## src/rtl/fcd_pkg.sv

```systemverilog
// Shared types, constants and the CDF knot table of the foot contact detector.
// Depends on nothing; every other file of the block refers to it by scoped names.
`default_nettype none

package fcd_pkg;

    // Field widths
    localparam int LEG_W       = 2;
    localparam int FORCE_W     = 16;
    localparam int PHASE_W     = 16;
    localparam int OFFSET_W    = 15;
    localparam int SCALE_W     = 16;
    localparam int PROB_W      = 16;
    localparam int CFG_INDEX_W = 3;
    localparam int CFG_DATA_W  = 16;

    // Legs that the leg field can address
    localparam int LEG_PORT_LEGS     = 1 << LEG_W;
    localparam int LEG_COUNT_DEFAULT = 4;

    // Opcodes
    localparam logic OP_SAMPLE = 1'b0;
    localparam logic OP_SETUP  = 1'b1;

    // Register indexes
    localparam logic [CFG_INDEX_W-1:0] CFG_FORCE_OFFSET    = 3'd0;
    localparam logic [CFG_INDEX_W-1:0] CFG_FORCE_SCALE     = 3'd1;
    localparam logic [CFG_INDEX_W-1:0] CFG_RATE_OFFSET     = 3'd2;
    localparam logic [CFG_INDEX_W-1:0] CFG_RATE_SCALE      = 3'd3;
    localparam logic [CFG_INDEX_W-1:0] CFG_SWING_THRESHOLD = 3'd4;

    // Register reset values
    localparam logic [OFFSET_W-1:0] FORCE_OFFSET_RST    = 15'd640;
    localparam logic [SCALE_W-1:0]  FORCE_SCALE_RST     = 16'd1324;
    localparam logic [OFFSET_W-1:0] RATE_OFFSET_RST     = 15'd256;
    localparam logic [SCALE_W-1:0]  RATE_SCALE_RST      = 16'd16549;
    localparam logic [PHASE_W-1:0]  SWING_THRESHOLD_RST = 16'd39322;

    // The erf argument is in Q.20 and spans [-4, 4); the table has a power of two
    // number of cells, so a cell's left edge is the argument with its low bits cleared.
    localparam int CDF_TABLE_ENTRIES = 256;
    localparam int POS_W             = 23;
    localparam int KNOT_SHIFT        = 18;
    localparam int CELL_SHIFT        = POS_W - $clog2(CDF_TABLE_ENTRIES);
    localparam int ARG_HALF_RANGE    = 1 << (POS_W - 1);
    localparam logic [POS_W-1:0] CELL_MASK = ~(POS_W'((1 << CELL_SHIFT) - 1));

    // Decision threshold on the summed probabilities
    localparam logic [PROB_W:0] HALF_PROB = 17'd32768;

    localparam int QUEUE_DEPTH = 4;

    typedef struct packed {
        logic                      is_setup;
        logic [LEG_W-1:0]          leg;
        logic signed [FORCE_W-1:0] force_req;
        logic                      late_swing;
        logic                      stance;
    } item_t;

    typedef struct packed {
        logic [OFFSET_W-1:0] force_offset;
        logic [SCALE_W-1:0]  force_scale;
        logic [OFFSET_W-1:0] rate_offset;
        logic [SCALE_W-1:0]  rate_scale;
    } cfg_t;

    // P(x) = 0.5 + 0.5 erf(x) in Q0.16 at x = -4 + k/4
    function automatic logic [PROB_W-1:0] knot_cdf(input logic [5:0] k);
        logic [PROB_W-1:0] p;
        begin
            unique case (k)
                6'd0:    p = 16'd0;
                6'd1:    p = 16'd0;
                6'd2:    p = 16'd0;
                6'd3:    p = 16'd0;
                6'd4:    p = 16'd1;
                6'd5:    p = 16'd3;
                6'd6:    p = 16'd13;
                6'd7:    p = 16'd48;
                6'd8:    p = 16'd153;
                6'd9:    p = 16'd437;
                6'd10:   p = 16'd1111;
                6'd11:   p = 16'd2526;
                6'd12:   p = 16'd5154;
                6'd13:   p = 16'd9465;
                6'd14:   p = 16'd15712;
                6'd15:   p = 16'd23713;
                6'd16:   p = 16'd32768;
                6'd17:   p = 16'd41823;
                6'd18:   p = 16'd49824;
                6'd19:   p = 16'd56071;
                6'd20:   p = 16'd60382;
                6'd21:   p = 16'd63010;
                6'd22:   p = 16'd64425;
                6'd23:   p = 16'd65099;
                6'd24:   p = 16'd65383;
                6'd25:   p = 16'd65488;
                6'd26:   p = 16'd65523;
                6'd27:   p = 16'd65533;
                default: p = 16'd65535;
            endcase
            return p;
        end
    endfunction

endpackage

`default_nettype wire

```

## src/rtl/foot_contact_detector.sv

```systemverilog
// Top level of the foot contact detector: configuration registers, front end and back end.
// Depends on fcd_pkg, fcd_front, fcd_back and fcd_cdf.
//
// Usage: one input transaction carries a leg's force sample with its swing and
// stance phase, or a setup opcode that primes the leg's last force. A sample
// produces one output transaction with the leg and its contact bit; a setup,
// or a leg beyond the fitted count, produces none.
// Throughput is one transaction per cycle while the receiver does not stall. A
// sample's result passes through the input queue, the force history stage, the
// CDF units' multiply, cell lookup and interpolation stages, then the output
// register.
// Reset clears the queue, the pipeline, every leg's force history and contact
// state, and returns the configuration registers to their defaults.
// When the receiver stalls, the output register holds its transaction and the
// whole back pipeline stops; the four-entry queue absorbs further input and
// in_ready falls once it is full.
// Configuration writes through cfg_we take effect at the next clock edge and
// are meant to be made while no transaction is in flight.
`default_nettype none

module foot_contact_detector #(
    parameter int LEG_COUNT = fcd_pkg::LEG_COUNT_DEFAULT
) (
    input  wire logic                                  clk,
    input  wire logic                                  rst_n,
    input  wire logic                                  cfg_we,
    input  wire logic [fcd_pkg::CFG_INDEX_W-1:0]       cfg_index,
    input  wire logic [fcd_pkg::CFG_DATA_W-1:0]        cfg_data,
    input  wire logic                                  in_valid,
    output logic                                       in_ready,
    input  wire logic                                  opcode,
    input  wire logic [fcd_pkg::LEG_W-1:0]             leg,
    input  wire logic signed [fcd_pkg::FORCE_W-1:0]    force_req,
    input  wire logic [fcd_pkg::PHASE_W-1:0]           swing_progress,
    input  wire logic [fcd_pkg::PHASE_W-1:0]           stance_phase,
    output logic                                       out_valid,
    input  wire logic                                  out_ready,
    output logic [fcd_pkg::LEG_W-1:0]                  out_leg,
    output logic                                       contact
);

    fcd_pkg::cfg_t                   cfg_reg;
    logic [fcd_pkg::PHASE_W-1:0]     swing_threshold_reg;
    logic                            q_valid;
    logic                            q_pop;
    fcd_pkg::item_t                  q_item;

    always_ff @(posedge clk or negedge rst_n)
    begin
        if (!rst_n)
        begin
            cfg_reg.force_offset <= fcd_pkg::FORCE_OFFSET_RST;
            cfg_reg.force_scale  <= fcd_pkg::FORCE_SCALE_RST;
            cfg_reg.rate_offset  <= fcd_pkg::RATE_OFFSET_RST;
            cfg_reg.rate_scale   <= fcd_pkg::RATE_SCALE_RST;
            swing_threshold_reg  <= fcd_pkg::SWING_THRESHOLD_RST;
        end
        else if (cfg_we)
        begin
            unique case (cfg_index)
                fcd_pkg::CFG_FORCE_OFFSET:
                    cfg_reg.force_offset <= cfg_data[fcd_pkg::OFFSET_W-1:0];
                fcd_pkg::CFG_FORCE_SCALE:
                    cfg_reg.force_scale <= cfg_data;
                fcd_pkg::CFG_RATE_OFFSET:
                    cfg_reg.rate_offset <= cfg_data[fcd_pkg::OFFSET_W-1:0];
                fcd_pkg::CFG_RATE_SCALE:
                    cfg_reg.rate_scale <= cfg_data;
                fcd_pkg::CFG_SWING_THRESHOLD:
                    swing_threshold_reg <= cfg_data;
                default:
                begin
                end
            endcase
        end
    end

    fcd_front #(
        .LEG_COUNT (LEG_COUNT)
    ) u_front (
        .clk             (clk),
        .rst_n           (rst_n),
        .in_valid        (in_valid),
        .in_ready        (in_ready),
        .opcode          (opcode),
        .leg             (leg),
        .force_req       (force_req),
        .swing_progress  (swing_progress),
        .stance_phase    (stance_phase),
        .swing_threshold (swing_threshold_reg),
        .q_valid         (q_valid),
        .q_item          (q_item),
        .q_pop           (q_pop)
    );

    fcd_back #(
        .LEG_COUNT (LEG_COUNT)
    ) u_back (
        .clk       (clk),
        .rst_n     (rst_n),
        .q_valid   (q_valid),
        .q_item    (q_item),
        .q_pop     (q_pop),
        .cfg       (cfg_reg),
        .out_valid (out_valid),
        .out_ready (out_ready),
        .out_leg   (out_leg),
        .contact   (contact)
    );

`ifndef SYNTHESIS
    a_pop_needs_entry: assert property (@(posedge clk) disable iff (!rst_n)
        q_pop |-> q_valid)
        else $error("back end popped an empty queue");

    a_full_not_empty: assert property (@(posedge clk) disable iff (!rst_n)
        !in_ready |-> q_valid)
        else $error("input stalled while the queue holds nothing");

    a_out_leg_fitted: assert property (@(posedge clk) disable iff (!rst_n)
        out_valid |-> (int'(out_leg) < LEG_COUNT))
        else $error("result for a leg that is not fitted");

    a_pop_after_push: assert property (@(posedge clk) disable iff (!rst_n)
        (!q_valid && !(in_valid && in_ready)) |=> !q_valid)
        else $error("queue filled without an input transaction");
`endif

endmodule

`default_nettype wire

```

## src/rtl/fcd_front.sv

```systemverilog
// Front end: accepts input transactions, classifies them and queues them.
// Depends on fcd_pkg for the queue entry type, opcodes and widths.
`default_nettype none

module fcd_front #(
    parameter int LEG_COUNT = fcd_pkg::LEG_COUNT_DEFAULT
) (
    input  wire logic                               clk,
    input  wire logic                               rst_n,
    input  wire logic                               in_valid,
    output logic                                    in_ready,
    input  wire logic                               opcode,
    input  wire logic [fcd_pkg::LEG_W-1:0]          leg,
    input  wire logic signed [fcd_pkg::FORCE_W-1:0] force_req,
    input  wire logic [fcd_pkg::PHASE_W-1:0]        swing_progress,
    input  wire logic [fcd_pkg::PHASE_W-1:0]        stance_phase,
    input  wire logic [fcd_pkg::PHASE_W-1:0]        swing_threshold,
    output logic                                    q_valid,
    output fcd_pkg::item_t                          q_item,
    input  wire logic                               q_pop
);

    localparam int PTR_W   = $clog2(fcd_pkg::QUEUE_DEPTH);
    localparam int COUNT_W = $clog2(fcd_pkg::QUEUE_DEPTH + 1);

    fcd_pkg::item_t     queue_reg [fcd_pkg::QUEUE_DEPTH];
    logic [PTR_W-1:0]   wr_ptr_reg;
    logic [PTR_W-1:0]   rd_ptr_reg;
    logic [COUNT_W-1:0] count_reg;
    logic [COUNT_W-1:0] count_next;
    fcd_pkg::item_t     item_next;
    logic               leg_ok;
    logic               push;

    // Items for legs that are not fitted are taken and dropped here.
    assign leg_ok = int'(leg) < LEG_COUNT;

    assign in_ready = count_reg != COUNT_W'(fcd_pkg::QUEUE_DEPTH);
    assign push     = in_valid && in_ready && leg_ok;
    assign q_valid  = count_reg != '0;
    assign q_item   = queue_reg[rd_ptr_reg];

    always_comb
    begin
        item_next.is_setup   = opcode == fcd_pkg::OP_SETUP;
        item_next.leg        = leg;
        item_next.force_req  = force_req;
        item_next.late_swing = swing_progress > swing_threshold;
        item_next.stance     = stance_phase != '0;
    end

    always_comb
    begin
        count_next = count_reg;
        if (push && !q_pop)
        begin
            count_next = count_reg + COUNT_W'(1);
        end
        else if (q_pop && !push)
        begin
            count_next = count_reg - COUNT_W'(1);
        end
    end

    always_ff @(posedge clk or negedge rst_n)
    begin
        if (!rst_n)
        begin
            wr_ptr_reg <= '0;
            rd_ptr_reg <= '0;
            count_reg  <= '0;
        end
        else
        begin
            count_reg <= count_next;
            if (push)
            begin
                wr_ptr_reg <= wr_ptr_reg + PTR_W'(1);
            end
            if (q_pop)
            begin
                rd_ptr_reg <= rd_ptr_reg + PTR_W'(1);
            end
        end
    end

    always_ff @(posedge clk)
    begin
        if (push)
        begin
            queue_reg[wr_ptr_reg] <= item_next;
        end
    end

endmodule

`default_nettype wire

```

## src/rtl/fcd_cdf.sv

```systemverilog
// Three-stage normal-CDF unit: scales a difference, finds its table cell and
// interpolates between knots. Depends on fcd_pkg for the knot table and constants.
`default_nettype none

module fcd_cdf #(
    parameter int DIFF_W = 17
) (
    input  wire logic                               clk,
    input  wire logic                               en,
    input  wire logic signed [DIFF_W-1:0]           diff,
    input  wire logic [fcd_pkg::SCALE_W-1:0]        scale,
    output logic [fcd_pkg::PROB_W-1:0]              prob
);

    localparam int ARG_W   = DIFF_W + fcd_pkg::SCALE_W + 1;
    localparam int FRAC_W  = fcd_pkg::KNOT_SHIFT;
    localparam int IPROD_W = fcd_pkg::PROB_W + FRAC_W;
    localparam logic signed [ARG_W-1:0] ARG_HIGH = ARG_W'(fcd_pkg::ARG_HALF_RANGE);
    localparam logic signed [ARG_W-1:0] ARG_LOW  = -ARG_HIGH;

    logic signed [ARG_W-1:0]      diff_ext;
    logic signed [ARG_W-1:0]      scale_ext;
    logic signed [ARG_W-1:0]      arg_reg;
    logic signed [ARG_W-1:0]      arg_shifted;
    logic [fcd_pkg::POS_W-1:0]    pos;
    logic [5:0]                   knot_lo;
    logic [5:0]                   knot_hi;
    logic [fcd_pkg::PROB_W-1:0]   lo_next;
    logic [fcd_pkg::PROB_W-1:0]   hi_next;
    logic [fcd_pkg::PROB_W-1:0]   lo_reg;
    logic [fcd_pkg::PROB_W-1:0]   span_reg;
    logic [FRAC_W-1:0]            frac_reg;
    logic [IPROD_W-1:0]           interp;
    logic [fcd_pkg::PROB_W-1:0]   prob_reg;

    assign diff_ext  = ARG_W'(diff);
    assign scale_ext = ARG_W'($signed({1'b0, scale}));

    // Arguments outside [-4, 4) clamp to the first or last cell.
    assign arg_shifted = arg_reg + ARG_HIGH;

    always_comb
    begin
        if (arg_reg < ARG_LOW)
        begin
            pos = '0;
        end
        else if (arg_reg >= ARG_HIGH)
        begin
            pos = fcd_pkg::CELL_MASK;
        end
        else
        begin
            pos = arg_shifted[fcd_pkg::POS_W-1:0] & fcd_pkg::CELL_MASK;
        end
    end

    assign knot_lo = {1'b0, pos[fcd_pkg::POS_W-1:fcd_pkg::KNOT_SHIFT]};
    assign knot_hi = knot_lo + 6'd1;
    assign lo_next = fcd_pkg::knot_cdf(knot_lo);
    assign hi_next = fcd_pkg::knot_cdf(knot_hi);

    assign interp = IPROD_W'(span_reg) * IPROD_W'(frac_reg);

    always_ff @(posedge clk)
    begin
        if (en)
        begin
            arg_reg  <= diff_ext * scale_ext;
            lo_reg   <= lo_next;
            span_reg <= hi_next - lo_next;
            frac_reg <= pos[FRAC_W-1:0];
            prob_reg <= lo_reg + interp[IPROD_W-1:FRAC_W];
        end
    end

    assign prob = prob_reg;

endmodule

`default_nettype wire

```

## src/rtl/fcd_back.sv

```systemverilog
// Back end: per-leg force history, the two CDF units, the contact decision
// and the output register. Depends on fcd_pkg and fcd_cdf.
`default_nettype none

module fcd_back #(
    parameter int LEG_COUNT = fcd_pkg::LEG_COUNT_DEFAULT
) (
    input  wire logic                               clk,
    input  wire logic                               rst_n,
    input  wire logic                               q_valid,
    input  wire fcd_pkg::item_t                     q_item,
    output logic                                    q_pop,
    input  wire fcd_pkg::cfg_t                      cfg,
    output logic                                    out_valid,
    input  wire logic                               out_ready,
    output logic [fcd_pkg::LEG_W-1:0]               out_leg,
    output logic                                    contact
);

    localparam int DEPTH = (LEG_COUNT < fcd_pkg::LEG_PORT_LEGS) ? LEG_COUNT
                                                                : fcd_pkg::LEG_PORT_LEGS;
    localparam int IDX_W    = (DEPTH > 1) ? $clog2(DEPTH) : 1;
    localparam int FDIFF_W  = fcd_pkg::FORCE_W + 1;
    localparam int RDIFF_W  = fcd_pkg::FORCE_W + 2;

    logic                              advance;
    logic [IDX_W-1:0]                  rd_idx;
    logic [IDX_W-1:0]                  dec_idx;
    logic signed [fcd_pkg::FORCE_W-1:0] prev_force_reg [DEPTH];
    logic signed [FDIFF_W-1:0]         force_diff;
    logic signed [RDIFF_W-1:0]         rate_diff;
    logic signed [FDIFF_W-1:0]         force_diff_reg;
    logic signed [RDIFF_W-1:0]         rate_diff_reg;
    logic [fcd_pkg::PROB_W-1:0]        p_force;
    logic [fcd_pkg::PROB_W-1:0]        p_rate;
    logic                              prob_met;
    logic [3:0]                        valid_reg;
    fcd_pkg::item_t                    ctl_reg [4];
    logic [DEPTH-1:0]                  touch_reg;
    logic [DEPTH-1:0]                  held_reg;
    logic                              touch_next;
    logic                              held_next;
    logic                              out_valid_reg;
    logic [fcd_pkg::LEG_W-1:0]         out_leg_reg;
    logic                              contact_reg;

    // The whole back pipeline moves whenever the output register can take a word.
    assign advance = !out_valid_reg || out_ready;
    assign q_pop   = advance && q_valid;

    assign rd_idx  = q_item.leg[IDX_W-1:0];
    assign dec_idx = ctl_reg[3].leg[IDX_W-1:0];

    assign force_diff = FDIFF_W'(q_item.force_req) - $signed(FDIFF_W'(cfg.force_offset));
    assign rate_diff  = RDIFF_W'(prev_force_reg[rd_idx]) - RDIFF_W'(q_item.force_req)
                        - $signed(RDIFF_W'(cfg.rate_offset));

    // The force history is updated as an item enters, so the next item of the
    // same leg in the following cycle already sees this force.
    always_ff @(posedge clk or negedge rst_n)
    begin
        if (!rst_n)
        begin
            for (int i = 0; i < DEPTH; i++)
            begin
                prev_force_reg[i] <= '0;
            end
        end
        else if (q_pop)
        begin
            prev_force_reg[rd_idx] <= q_item.force_req;
        end
    end

    always_ff @(posedge clk)
    begin
        if (advance)
        begin
            force_diff_reg <= force_diff;
            rate_diff_reg  <= rate_diff;
            ctl_reg[0]     <= q_item;
            for (int s = 1; s < 4; s++)
            begin
                ctl_reg[s] <= ctl_reg[s-1];
            end
        end
    end

    fcd_cdf #(
        .DIFF_W (FDIFF_W)
    ) u_force_cdf (
        .clk   (clk),
        .en    (advance),
        .diff  (force_diff_reg),
        .scale (cfg.force_scale),
        .prob  (p_force)
    );

    fcd_cdf #(
        .DIFF_W (RDIFF_W)
    ) u_rate_cdf (
        .clk   (clk),
        .en    (advance),
        .diff  (rate_diff_reg),
        .scale (cfg.rate_scale),
        .prob  (p_rate)
    );

    assign prob_met = ({1'b0, p_force} + {1'b0, p_rate}) > fcd_pkg::HALF_PROB;

    always_comb
    begin
        touch_next = touch_reg[dec_idx];
        held_next  = held_reg[dec_idx];
        if (ctl_reg[3].is_setup)
        begin
            touch_next = 1'b0;
        end
        else if (ctl_reg[3].late_swing && prob_met)
        begin
            // Touchdown is latched only once until stance or setup clears the flag.
            if (!touch_reg[dec_idx])
            begin
                held_next  = 1'b1;
                touch_next = 1'b1;
            end
        end
        else if (ctl_reg[3].stance)
        begin
            held_next  = 1'b1;
            touch_next = 1'b0;
        end
        else
        begin
            held_next = 1'b0;
        end
    end

    always_ff @(posedge clk or negedge rst_n)
    begin
        if (!rst_n)
        begin
            valid_reg     <= '0;
            touch_reg     <= '0;
            held_reg      <= '0;
            out_valid_reg <= 1'b0;
        end
        else if (advance)
        begin
            valid_reg     <= {valid_reg[2:0], q_valid};
            out_valid_reg <= valid_reg[3] && !ctl_reg[3].is_setup;
            if (valid_reg[3])
            begin
                touch_reg[dec_idx] <= touch_next;
                held_reg[dec_idx]  <= held_next;
            end
        end
    end

    always_ff @(posedge clk)
    begin
        if (advance)
        begin
            out_leg_reg <= ctl_reg[3].leg;
            contact_reg <= held_next;
        end
    end

    assign out_valid = out_valid_reg;
    assign out_leg   = out_leg_reg;
    assign contact   = contact_reg;

endmodule

`default_nettype wire
```

## config.mk

```make
export PLATFORM = sky130hd
export DESIGN_NAME = foot_contact_detector
export DESIGN_NICKNAME = d
export VERILOG_FILES = /design/src/rtl/fcd_pkg.sv /design/src/rtl/foot_contact_detector.sv /design/src/rtl/fcd_front.sv /design/src/rtl/fcd_cdf.sv /design/src/rtl/fcd_back.sv
export SDC_FILE = /design/constraint.sdc
export NUM_CORES = 2
export LEC_CHECK = 0
export BUFFER_PORTS_ARGS = -buffer_cell sky130_fd_sc_hd__buf_4
export CAP_MARGIN = 20
export CORE_ASPECT_RATIO = 1.75
export CORE_MARGIN = 3
export CORE_UTILIZATION = 40
export CTS_CLUSTER_SIZE = 8
export DETAILED_ROUTE_END_ITERATION = 10
export SYNTH_ARGS = -nofsm -noshare
export SYNTH_HDL_FRONTEND = slang
export SYNTH_SLANG_ARGS = --single-unit
```

## constraint.sdc

```tcl
create_clock -name clk -period 11.6 [get_ports clk]
set_clock_uncertainty 0.2 [all_clocks]
set_input_delay 1.16 -clock clk [delete_from_list [all_inputs] [get_ports clk]]
set_output_delay 1.16 -clock clk [all_outputs]
set_load 0.03 [all_outputs]
```

==> results by stage <==
Synth:
- For this run, asynchronously set or reset flops after synthesis account for around 36%.
- The sequential element share of the synthesized area is about 25%.
- A synthesized cell averages just under 10 um^2.
- Ranked by instance count, the synthesized netlist is headed by inv_1 (983), fa_1 (605), nand2_1 (583).
- The portion of synthesized cell area occupied by the leading cell type is around 24%.
- Sorting the synthesized cells by area gives the leading types as fa_1 (24%), edfxtp_1 (17%), ha_1 (13%).
- The flip-flop cell with the highest count after synthesis is edfxtp_1.
- The number of warnings issued by yosys is 0.
- The leading area contributor after synthesis is fa_1.
- The number of nets in the synthesized netlist is roughly 6300.
- Counting flops with a built-in enable in the synthesized netlist gives roughly 280.
- Yosys instantiated no cell more often than inv_1.
- The register bit total from synthesis is ~450.
- Summing every instance area after synthesis gives 50200 um^2.
- The synthesized netlist contains 94 unique library cells.
- Synthesis produced between 5000 and 6000 cells.

Cells and area:
- The number of flip-flops in the largest register is 84.
- At the end of the flow, the number of nets in the layout was roughly 6300.
- The layout has between 10000 and 15000 filler cells.
- In the final layout, the share of cells above drive strength 1 is under 10%.
- Summing all flip-flop and latch instances after layout gives 12600 um^2.
- The multi-input combinational cells in the finished layout cover a total of approximately 33000 um^2.
- The area growth from synthesis to layout is 8.49%.

Timing:
- Setup violations remaining at the end of the flow were counted as 0.
- The number of slew-limit violations in the final report is 0.
- At the pin with the least slew margin, the transition time is ~1.1 ns.
- Setup repair after global routing left no endpoint under its margin.
- The worst relative slew slack is between 20 and 30%.
- The setup total negative slack is 0 ns.
- The fmax is ~130 MHz.
- The share of the cycle needed by the critical path after routing is 64.0%.
- Subtracting the final worst setup slack from the clock period gives between 7 and 8 ns.
- The number of hold-slack violations in the final timing report was 0.

Clock tree:
- Clock-pin slew was measured on the worst setup and hold paths at 0.07 ns.
- The clock passes through at most 3 buffers.
- TritonCTS built the clock tree.
- In this run the clock root is driven by a clkbuf_16.
- Buffers inserted during clock tree synthesis total 66.
- The number of gates resized after CTS was 0.
- The setup fix buffers added after clock tree synthesis is 0.
- The deepest level of the CTS H-tree is 3.
- The later pin in the worst-skew pair is clocked with a latency of between 0.6 and 0.7 ns.
- The clock sink count is approximately 450.
- The number of hold buffers added after CTS was 0.

Run status:
- The run finished with clean final reports.

Floorplan:
- The die covers between 100000 and 150000 um^2.
- The initial core utilization is 40.3%.
- The floorplan die width is between 200 and 300 um.
- The die outline height is 474 um.
- The number of top-level design ports is 80.
- The initialized floorplan defines 171 standard-cell rows.
- The core footprint is 124000 um^2.

GRT:
- The global-route track usage on met3 is about 1.9%.
- The most utilized layer in the global route result is met2.
- The first global-routing pass estimated 195000 um of wire.
- Across every metal layer, demand over resource in global routing totals about a fifth.
- The number of global-route vias before repair came to roughly 38000.
- Summed over all layers, the global routing overflow is 0.
- The pin count of the biggest net entering global routing is just over 90.
- For met1 alone, demand over resource in global routing was between 15 and 20%.
- The met2 global-route usage is approximately 38%.
- The initial antenna violation count came to 1.

Critical path:
- The library cell contributing the largest single delay on the critical path is o41ai_1.
- The register-to-register setup slack is about 4.2 ns.
- The required time at the endpoint of the critical path is roughly 12 ns.
- The last element of the critical path is u_back.u_rate_cdf.arg_reg[31]$_DFFE_PN_.
- The critical path is of the reg -> reg type.
- In this run the critical register-to-register path is captured at u_back.u_rate_cdf.arg_reg[31]$_DFFE_PN_.
- The worst register-to-register path begins at u_back.rate_diff_reg[7]$_DFFE_PN_.
- The maximum fanout along the worst path is 16.
- The kind of launch point of the worst setup path is a flip-flop.
- The worst register-to-register path has a depth of 22.
- The most numerous cell type found on the critical path is fa_1.
- Traced cell by cell, the critical path runs through nand2_1, fa_1, inv_1, fa_1, inv_1, fa_1, inv_1, fa_1, fa_1, inv_1, fa_1, inv_1, ha_1, nand4_1, nor2_1, nand3_1, a21oi_1, nor2_1, o41ai_1, a211o_1, a21oi_1, xnor2_1.
- STA classifies the critical path endpoint as a flip-flop.
- In this run the worst setup path begins at u_back.rate_diff_reg[7]$_DFFE_PN_.
- The data arrival time at the worst-slack endpoint is about 7.6 ns.
- The delay contributed by the slowest stage of the critical path is 0.92 ns.

Drt:
- The first TritonRoute pass finished after 7 iterations.
- Summing over every cut layer, the via total after detailed routing is 35100.
- The post-detailed-route via-to-cell ratio is approximately 5.2.
- The number of DRC markers after the initial detailed-route iteration is around 1600.
- After detailed routing, the average wire length per cell comes to between 15 and 20 um.
- The aggregate routed wire length is between 100000 and 150000 um.
- The number of nets with antenna violations after detailed routing is 0.
- The total DRC errors in the routed layout is 0.

Place:
- Detailed placement finished with a half-perimeter wire length of 94800 um.
- The number of I/O port buffers is 79.
- The weighted congestion at the end of routability-driven global placement is 0.888.

Min path:
- The worst hold path belongs to the class reg -> reg.

Flow run:
- The count of max-cap constraint violations is 0.
[cell families (layout without fill, tap and decap cells)]
kind of cell,after synthesis,in the layout,share of synthesized area (%)
AO/OA/AOI/OAI,672,672,8.65
XOR/XNOR,184,184,3.24
adder cells (fa/ha/maj),1126,1126,37.1
buffers and inverters,1159,1213,8.71
flip-flops,445,445,25.1
multiplexers,136,136,3.85
other,0,1,0
AND/OR/NAND/NOR,1394,1394,13.3
[layout by cell type, fill, tap and decap left out, types with 33 or more instances in the layout]
| cell type | count |
|---|---|
| nand3_1 | 56 |
| fa_1 | 605 |
| edfxtp_1 | 283 |
| inv_1 | 983 |
| xnor2_1 | 152 |
| mux4_2 | 37 |
| clkbuf_16 | 67 |
| nand2_1 | 583 |
| a21o_1 | 45 |
| ha_1 | 521 |
| a21oi_1 | 163 |
| dfrtp_1 | 141 |
| nor2_1 | 209 |
| buf_4 | 103 |
| o21ai_0 | 190 |
| nor3_1 | 56 |
| clkbuf_1 | 43 |
| mux2_2 | 86 |
| and2_1 | 300 |
| nor2b_1 | 33 |
[per-stage QoR]
stage / setup WS [ns] / util, % / cell area (um^2) / std cells / hold slack (ns)
6_report: 4.18 / 43.8 / 54400 / 6814 / 0.208
5_1_grt: 3.72 / 43.8 / 54400 / 6814 / 0.222
4_1_cts: 4.16 / 43.8 / 54400 / 6812 / 0.204
3_5_place_dp: 4.15 / 42.2 / 52400 / 6693 / 0.206
3_3_place_gp: 4.25 / 42.2 / 52400 / 6692 / 0.202
2_1_floorplan: 4.95 / - / 50200 / 5116 / 0.200
[critical path: cells and delay by family, from the launching register on]
kind	cells	cell delay, ns
buffers and inverters	5	0.24
DFF	1	0.78
xor gates and xnor gates	1	0.14
AOI/OAI and AO/OA	4	1.57
adders and majority gates	7	3.40
and+or+nand+nor	5	0.84
[area by class of cell]
cell class                 count  share of cell area (%)
antenna                        1                 0.00460
clock buffer                 111                    3.40
clock inverter                 8                   0.244
inverter                     988                    6.82
multi-input combinational   3512                    61.2
sequential                   445                    23.1
tap                         1643                    3.78
timing repair buffer         106                    1.49
[how the worst min path moves through the flow]
stage | startpoint | depth (start not counted) | to | slack (ns)
2_1_floorplan | u_back.ctl_reg[0][0]$_DFFE_PN_ | 0 | u_back.ctl_reg[1][0]$_DFFE_PN_ | 0.20
4_1_cts | u_back.ctl_reg[0][20]$_DFFE_PN_ | 0 | u_back.ctl_reg[1][20]$_DFFE_PN_ | 0.20
5_1_grt | u_back.ctl_reg[0][0]$_DFFE_PN_ | 0 | u_back.ctl_reg[1][0]$_DFFE_PN_ | 0.22
6_report | u_back.ctl_reg[0][20]$_DFFE_PN_ | 0 | u_back.ctl_reg[1][20]$_DFFE_PN_ | 0.21
3_3_place_gp | u_back.ctl_reg[2][1]$_DFFE_PN_ | 0 | u_back.ctl_reg[3][1]$_DFFE_PN_ | 0.20
3_5_place_dp | u_back.ctl_reg[2][19]$_DFFE_PN_ | 0 | u_back.ctl_reg[3][19]$_DFFE_PN_ | 0.21
[per-layer routing]
metal	vias to the layer above	wire, um
li1	16500	-
met2	667	67700
met5	-	0
met1	17700	43100
met3	227	3690
met4	0	4920
Power is not shown: default switching activity piles up to over one toggle a cycle in this logic, so the estimate is an artifact.
